File: src/sv/lpbp_pkg.sv
// Package for the LRU page buffer pool: opcodes, action codes and the front-to-back command type.
// No dependencies.
`default_nettype none
package lpbp_pkg;
  typedef enum logic [2:0] {
    OP_GET = 3'd0, OP_DIRTY = 3'd1, OP_ALLOC = 3'd2, OP_FREE = 3'd3, OP_FLUSH = 3'd4
  } op_t;
  typedef enum logic [2:0] {
    ACT_DONE = 3'd0, ACT_WB = 3'd1, ACT_LOAD = 3'd2, ACT_INIT = 3'd3, ACT_NOTFOUND = 3'd4
  } act_t;
  typedef struct packed {
    logic [2:0]  op;
    logic [31:0] page;
  } cmd_t;
  typedef enum logic [2:0] {
    B_IDLE, B_SCAN, B_EXEC, B_FLUSH, B_DONE
  } bstate_t;
endpackage
`default_nettype wire

File: src/sv/lpbp_front.sv
// Front part: takes commands, resolves allocate page numbers, and holds a two-entry queue.
// Depends on lpbp_pkg.
`default_nettype none
module lpbp_front
  import lpbp_pkg::*;
(
  input  wire logic        clk,
  input  wire logic        rst_n,
  input  wire logic        acc,
  input  wire logic [2:0]  op,
  input  wire logic [31:0] page,
  input  wire logic [31:0] base,
  input  wire logic        pop,
  output cmd_t             head,
  output logic             nonempty,
  output logic             full
);
  cmd_t q_r [2];
  logic [1:0] cnt_r, cnt_nxt;
  logic rd_r, wr_r;
  logic [31:0] alloc_r;
  cmd_t c;
  always_comb begin
    c.op = op;
    c.page = (op == OP_ALLOC) ? base + alloc_r : page;
    cnt_nxt = cnt_r + {1'b0, acc} - {1'b0, pop};
  end
  assign head = q_r[rd_r];
  assign nonempty = cnt_r != 2'd0;
  assign full = cnt_r == 2'd2;
  always_ff @(posedge clk) begin
    if (acc) q_r[wr_r] <= c;
    if (!rst_n) begin
      cnt_r <= 2'd0; rd_r <= 1'b0; wr_r <= 1'b0; alloc_r <= 32'd0;
    end else begin
      cnt_r <= cnt_nxt;
      if (acc) wr_r <= ~wr_r;
      if (pop) rd_r <= ~rd_r;
      if (acc && op == OP_ALLOC) alloc_r <= alloc_r + 32'd1;
    end
  end
endmodule
`default_nettype wire

File: src/sv/lpbp_back.sv
// Back part: scans the slot table slot by slot, then updates state and emits results.
// Depends on lpbp_pkg.
`default_nettype none
module lpbp_back
  import lpbp_pkg::*;
#(
  parameter int SLOTS = 16
) (
  input  wire logic        clk,
  input  wire logic        rst_n,
  input  cmd_t             head,
  input  wire logic        nonempty,
  output logic             pop,
  output logic             idle,
  output logic             out_valid,
  output logic [2:0]       out_action,
  output logic [3:0]       out_slot_index,
  output logic [31:0]      out_result_page,
  output logic             out_last
);
  localparam int SW = (SLOTS > 2) ? $clog2(SLOTS) : 1;
  logic [SLOTS-1:0] valid_r, dirty_r;
  logic [31:0] tag_r [SLOTS];
  logic [31:0] stamp_r [SLOTS];
  logic [31:0] ctr_r;
  bstate_t st_r, st_nxt;
  cmd_t cmd_r;
  logic [SW-1:0] i_r;
  logic hit_r, emp_r, wbpend_r, loaddone_r;
  logic [SW-1:0] hs_r, es_r, vs_r;
  logic [31:0] vst_r;
  logic scan_end;
  logic exec_more;
  logic [SW-1:0] slot;
  logic ov_r; logic [2:0] oa_r; logic [3:0] os_r; logic [31:0] op_r; logic ol_r;

  assign scan_end = {{(32-SW){1'b0}}, i_r} == 32'(SLOTS - 1);
  assign slot = hit_r ? hs_r : (emp_r ? es_r : vs_r);
  assign pop = st_r == B_IDLE && nonempty;
  assign idle = st_r == B_IDLE && !nonempty;
  assign out_valid = ov_r; assign out_action = oa_r; assign out_slot_index = os_r;
  assign out_result_page = op_r; assign out_last = ol_r;
  assign exec_more = (cmd_r.op inside {OP_GET, OP_FREE, OP_ALLOC}) && !hit_r && !loaddone_r &&
                     ((!emp_r && dirty_r[vs_r] && !wbpend_r) || cmd_r.op == OP_FREE);

  always_comb begin
    st_nxt = st_r;
    case (st_r)
      B_IDLE:  if (nonempty) st_nxt = (head.op == OP_FLUSH) ? B_FLUSH : B_SCAN;
      B_SCAN:  if (scan_end) st_nxt = B_EXEC;
      B_EXEC:  if (!exec_more) st_nxt = B_IDLE;
      B_FLUSH: if (scan_end) st_nxt = B_DONE;
      B_DONE:  st_nxt = B_IDLE;
      default: st_nxt = B_IDLE;
    endcase
  end

  always_ff @(posedge clk) begin
    ov_r <= 1'b0;
    if (!rst_n) begin
      st_r <= B_IDLE; valid_r <= '0; dirty_r <= '0; ctr_r <= 32'd1;
      for (int k = 0; k < SLOTS; k++) stamp_r[k] <= 32'd0;
    end else begin
      st_r <= st_nxt;
      case (st_r)
        B_IDLE: begin
          cmd_r <= head; i_r <= '0; hit_r <= 1'b0; emp_r <= 1'b0;
          vs_r <= '0; vst_r <= 32'hFFFF_FFFF; wbpend_r <= 1'b0; loaddone_r <= 1'b0;
        end
        B_SCAN: begin
          i_r <= i_r + 1'b1;
          if (valid_r[i_r] && tag_r[i_r] == cmd_r.page && !hit_r) begin
            hit_r <= 1'b1; hs_r <= i_r;
          end
          if (!valid_r[i_r] && !emp_r) begin
            emp_r <= 1'b1; es_r <= i_r;
          end
          if (i_r == '0 || stamp_r[i_r] < vst_r) begin
            vst_r <= stamp_r[i_r]; vs_r <= i_r;
          end
          if (scan_end) wbpend_r <= 1'b0;
        end
        B_EXEC: begin
          ov_r <= 1'b1; ol_r <= 1'b1; os_r <= 4'(slot); op_r <= cmd_r.page;
          if (cmd_r.op == OP_DIRTY) begin
            if (hit_r) begin
              dirty_r[hs_r] <= 1'b1; oa_r <= ACT_DONE;
            end else begin
              oa_r <= ACT_NOTFOUND; os_r <= 4'd0;
            end
          end else if (cmd_r.op == OP_GET || cmd_r.op == OP_FREE ||
                       cmd_r.op == OP_ALLOC) begin
            if (!hit_r && !emp_r && dirty_r[vs_r] && !wbpend_r && !loaddone_r) begin
              oa_r <= ACT_WB; op_r <= tag_r[vs_r]; ol_r <= 1'b0;
              dirty_r[vs_r] <= 1'b0; wbpend_r <= 1'b1;
            end else if (!hit_r && cmd_r.op == OP_FREE && !loaddone_r) begin
              oa_r <= ACT_LOAD; ol_r <= 1'b0; loaddone_r <= 1'b1; wbpend_r <= 1'b1;
            end else begin
              wbpend_r <= 1'b0;
              valid_r[slot] <= 1'b1; tag_r[slot] <= cmd_r.page;
              stamp_r[slot] <= (cmd_r.op == OP_ALLOC && hit_r) ? ctr_r + 32'd1 : ctr_r;
              ctr_r <= ctr_r + ((cmd_r.op == OP_ALLOC && hit_r) ? 32'd2 : 32'd1);
              case (cmd_r.op)
                OP_GET: begin
                  oa_r <= hit_r ? ACT_DONE : ACT_LOAD; dirty_r[slot] <= hit_r & dirty_r[slot];
                end
                OP_FREE: begin oa_r <= ACT_INIT; dirty_r[slot] <= 1'b1; end
                default: begin oa_r <= ACT_INIT; dirty_r[slot] <= 1'b1; end
              endcase
            end
          end else begin
            oa_r <= ACT_NOTFOUND; os_r <= 4'd0;
          end
        end
        B_FLUSH: begin
          i_r <= i_r + 1'b1;
          if (valid_r[i_r] && dirty_r[i_r]) begin
            ov_r <= 1'b1; oa_r <= ACT_WB; os_r <= 4'(i_r); op_r <= tag_r[i_r];
            ol_r <= 1'b0; dirty_r[i_r] <= 1'b0;
          end
        end
        B_DONE: begin
          ov_r <= 1'b1; oa_r <= ACT_DONE; os_r <= 4'd0; op_r <= 32'd0; ol_r <= 1'b1;
        end
        default: ;
      endcase
    end
  end
endmodule
`default_nettype wire

File: src/sv/lru_page_buffer_pool.sv
// Top level of the LRU page buffer pool: configuration register, front queue and back engine.
// Depends on lpbp_pkg, lpbp_front and lpbp_back.
//
// channel  | ports                              | flow
// input    | start, busy, in_opcode, in_page_*  | beat when start && !busy
// result   | out_valid, out_* fields            | one beat per cycle, no stall
// config   | cfg_valid, cfg_ready, cfg_data     | beat when valid && ready
// A command passes through the back engine's scan (one table slot scanned per cycle) and
// execution, with an extra execute step per write-back or intermediate load.
// The front queue holds two commands; busy is high while it is full.
// Reset is synchronous and clears valid and dirty flags, stamps, queue, alloc count and base.
`default_nettype none
module lru_page_buffer_pool
  import lpbp_pkg::*;
#(
  parameter int SLOTS = 16
) (
  input  wire logic        clk,
  input  wire logic        rst_n,
  input  wire logic        start,
  output logic             busy,
  input  wire logic [2:0]  in_opcode,
  input  wire logic [31:0] in_page_number,
  input  wire logic        cfg_valid,
  output logic             cfg_ready,
  input  wire logic [31:0] cfg_initial_page_count,
  output logic             out_valid,
  output logic [2:0]       out_action,
  output logic [3:0]       out_slot_index,
  output logic [31:0]      out_result_page,
  output logic             out_last
);
  logic [31:0] base_r;
  cmd_t head;
  logic nonempty, full, pop, idle, acc;
  assign busy = full;
  assign acc = start && !busy;
  assign cfg_ready = 1'b1;
  always_ff @(posedge clk) begin
    if (!rst_n) base_r <= 32'd0;
    else if (cfg_valid) base_r <= cfg_initial_page_count;
  end
  lpbp_front u_front (.clk, .rst_n, .acc, .op(in_opcode), .page(in_page_number),
    .base(base_r), .pop, .head, .nonempty, .full);
  lpbp_back #(.SLOTS(SLOTS)) u_back (.clk, .rst_n, .head, .nonempty, .pop, .idle,
    .out_valid, .out_action, .out_slot_index, .out_result_page, .out_last);
`ifndef SYNTHESIS
  a_pop: assert property (@(posedge clk) disable iff (!rst_n) pop |-> nonempty)
    else $error("pop from empty queue");
  a_idle: assert property (@(posedge clk) disable iff (!rst_n) idle |=> !out_valid)
    else $error("result while idle");
`endif
endmodule
`default_nettype wire

File: config.mk
export PLATFORM = sky130hd
export DESIGN_NAME = lru_page_buffer_pool
export DESIGN_NICKNAME = d
export VERILOG_FILES = /design/src/sv/lpbp_pkg.sv /design/src/sv/lpbp_front.sv /design/src/sv/lpbp_back.sv /design/src/sv/lru_page_buffer_pool.sv
export SDC_FILE = /design/constraint.sdc
export NUM_CORES = 2
export LEC_CHECK = 0
export ABC_AREA = 1
export BUFFER_PORTS_ARGS = -buffer_cell sky130_fd_sc_hd__buf_2
export CORE_MARGIN = 2
export CORE_UTILIZATION = 45
export DETAILED_ROUTE_END_ITERATION = 6
export HOLD_SLACK_MARGIN = 0.12
export PLACE_DENSITY = 0.65
export SETUP_SLACK_MARGIN = 0.2
export SYNTH_ARGS = -nofsm -noshare
export SYNTH_HDL_FRONTEND = slang
export SYNTH_HIERARCHICAL = 1
export SYNTH_SLANG_ARGS = --single-unit
File: constraint.sdc
create_clock -name clk -period 6.95 [get_ports clk]
set_clock_uncertainty 0.15 [all_clocks]
set_input_delay 1.39 -clock clk [delete_from_list [all_inputs] [get_ports clk]]
set_output_delay 1.39 -clock clk [all_outputs]
set_load 0.005 [all_outputs]
==> results.toml <==
[run_status]
status = "complete, but fails checks"
violations = "DRC"

[global_route]
track_usage = 0.283
grt_max_degree = 205
grt_pass1_wl_um = 328000
grt_overflow = 0
antenna_found_initial = 9
grt_pass1_vias = 52600

[clock_network]
cts_setup_buffers = 0
clkLatencyLatePin_ns = 0.81
cts_max_level = 4
clkSlewWorstSetupHoldPaths_ns = 0.06
cts_made_buffers = 146
cts_buffer_depth = 3
cts_hold_buf = 0
cts_sinks = 1366
tritoncts = "yes"
cts_root_buf = "clkbuf_16"
post_cts_resized = 0

[power_and_ir_drop]
vdd_drop_max_mv = 0.308
power-per-cell-area_nw_per_um2 = 370
power_leakage_nw = 27.1

[worst_setup_path]
cp-endpoint = "u_back/vst_r[25]"
rrSetupSlack_ns = 1.08
worstPathMaxFanout = 204
cp-start-kind = "flip-flop"
worstPathArrival_ns = 6.14
worstReg2RegEnd = "u_back/vst_r[25]"
worstSetupPathType = "flip-flop to flip-flop"
critPathRequiredTime_ns = 7.22
worstSetupEndpointType = "flip-flop"
reg2regPathDepth = 21

[layout]
regArea_sq_um = 39600
drive_gt1_frac = 0.0808
syn_to_final_growth_pct = 10.3
final_core_util = 0.498
fillers = 13500
fin_nets = 7321
multi_input_area_sq_um = 23700

[drt]
drt_iter0_drc = 8040
first_pass_iters = 7
drt-total-wl_um = 221000
drc = 3
viasPerCell = 6.05
vias = 55900
wl_per_cell_um = 23.9
ant_nets = 0

[timing]
fin_crit_ns = 5.87
tightestPinTransition_ns = 1.32
post-route-period-util = 0.845
maxSlewViolCount = 0
timing.slew.headroom = 0.118
hold_viol = 0
setup_viol = 0
fmaxAchievable_ghz = 0.170
tns_ns = 0
rsz0062_at_grt = "false"

[synth]
netlist_instances = 7269
ys_warn_count = 6
synth.avg_cell_area_sq_um = 9.27
synth_area_sq_um = 67400
syn_nets = 7414

[floorplanning]
dieArea_sq_um = 153000
dieHeight_um = 391
fp-row-count = 142
dieWidth_um = 391
core_area_sq_um = 149000
ios = 114
start_util = 0.452

[placed_design]
globalplace.congestion = 0.962
hpwl_um = 131000
portBuffers = 112

[job]
cap_violations = 0

[worst_hold_path]
hp-class = "flip-flop to flip-flop"
power by group:
group          internal (mW)  leakage (nW)  switching, mW
logic                   2.56          11.9           6.61
clock network           4.44          2.30           3.37
registers               9.76          12.9          0.761
cells in the final DEF (no fill, tap or decap), types with 8 or more instances in the layout:
cell	n
a21oi_1	502
a22oi_1	8
a31oi_1	17
a32o_1	9
buf_2	111
buf_4	117
bufinv_16	13
clkbuf_1	31
clkbuf_16	147
clkinv_1	34
clkinv_2	20
clkinv_8	8
dfxtp_1	136
edfxtp_1	1221
ha_1	72
inv_1	583
inv_2	24
mux2_2	35
nand2_1	872
nand2_2	37
nand3_1	275
nand3b_1	10
nand4_1	34
nor2_1	1337
nor2_4	11
nor3_1	50
nor4_1	10
o211ai_1	132
o21ai_0	1075
o21ai_1	14
o221ai_1	106
o22ai_1	65
or2_2	9
xnor2_1	22
xor2_1	58
flip-flops by register name, summed over array words and instances (netlist names), 4 cells and up, named ones only:
register,flops
u_back/ctr_r,32
u_front/q_r,70
u_back/hs_r,4
u_back/tag_r,512
base_r,32
u_back/vs_r,4
u_back/i_r,4
u_back/out_result_page,32
u_back/stamp_r,512
u_back/cmd_r,35
u_back/out_slot_index,4
u_front/alloc_r,32
u_back/vst_r,32
u_back/es_r,4
u_back/dirty_r,16
u_back/valid_r,16
layout make-up:
class,instances,share of cell area
antenna,1,0.0000337
sequential,1366,0.533
multi-input combinational,4812,0.319
timing repair buffer,233,0.0206
inverter,617,0.0314
clock buffer,181,0.0516
clock inverter,83,0.0122
tap,1944,0.0327
per-layer routing:
| layer | wire length, um | GRT usage | part of all wire |
|---|---|---|---|
| met1 | 87700 | 0.396 | 0.40 |
| met2 | 97600 | 0.432 | 0.44 |
| met3 | 26600 | 0.0591 | 0.12 |
| met4 | 8630 | 0.110 | 0.039 |
| met5 | 61 | 0 | 0.00028 |
critical path, stage by stage (launching register included):
cell	delay, ns
dfxtp_4	0.56
buf_12	0.46
buf_4	0.89
o21ai_0	0.21
o221ai_1	0.26
nand3_1	0.18
nand2_1	0.12
ha_1	0.24
nand2_1	0.07
inv_1	0.04
nand2_1	0.05
nand2_1	0.08
nand2_1	0.07
nand2_1	0.08
nand2_1	0.07
nand2_1	0.05
nand2_1	0.15
nand2_1	0.15
nand2_1	0.21
nand2_1	0.16
inv_2	0.07
buf_4	0.50
through the flow:
| stage | setup WS, ns | area (sq um) | power [mW] | cells | hold WS [ns] |
|---|---|---|---|---|---|
| 6_report | 1.08 | 74400 | 27.5 | 9237 | 0.289 |
| 5_1_grt | 0.913 | 74400 | 28.7 | 9236 | 0.311 |
| 4_1_cts | 1.42 | 74300 | 27.3 | 9236 | 0.289 |
| 2_1_floorplan | 1.98 | 67400 | 16.3 | 7269 | 0.268 |
| 3_3_place_gp | 1.53 | 69600 | 19.4 | 8972 | 0.277 |
| 3_5_place_dp | 1.47 | 69600 | 19.5 | 8972 | 0.281 |
worst min-delay path by stage:
stage,cells past startpoint,start,slack [ns],end
final,2,u_back/valid_r[12],0.29,u_back/valid_r[12]
after global routing,2,u_back/valid_r[11],0.31,u_back/valid_r[11]
after CTS,2,u_back/valid_r[12],0.29,u_back/valid_r[12]
after detailed placement,2,u_back/valid_r[12],0.28,u_back/valid_r[12]
after global placement,2,u_back/valid_r[4],0.28,u_back/valid_r[4]
after floorplan,2,u_back/valid_r[7],0.27,u_back/valid_r[7]
No activity file was read; power rests on OpenSTA's default activity.
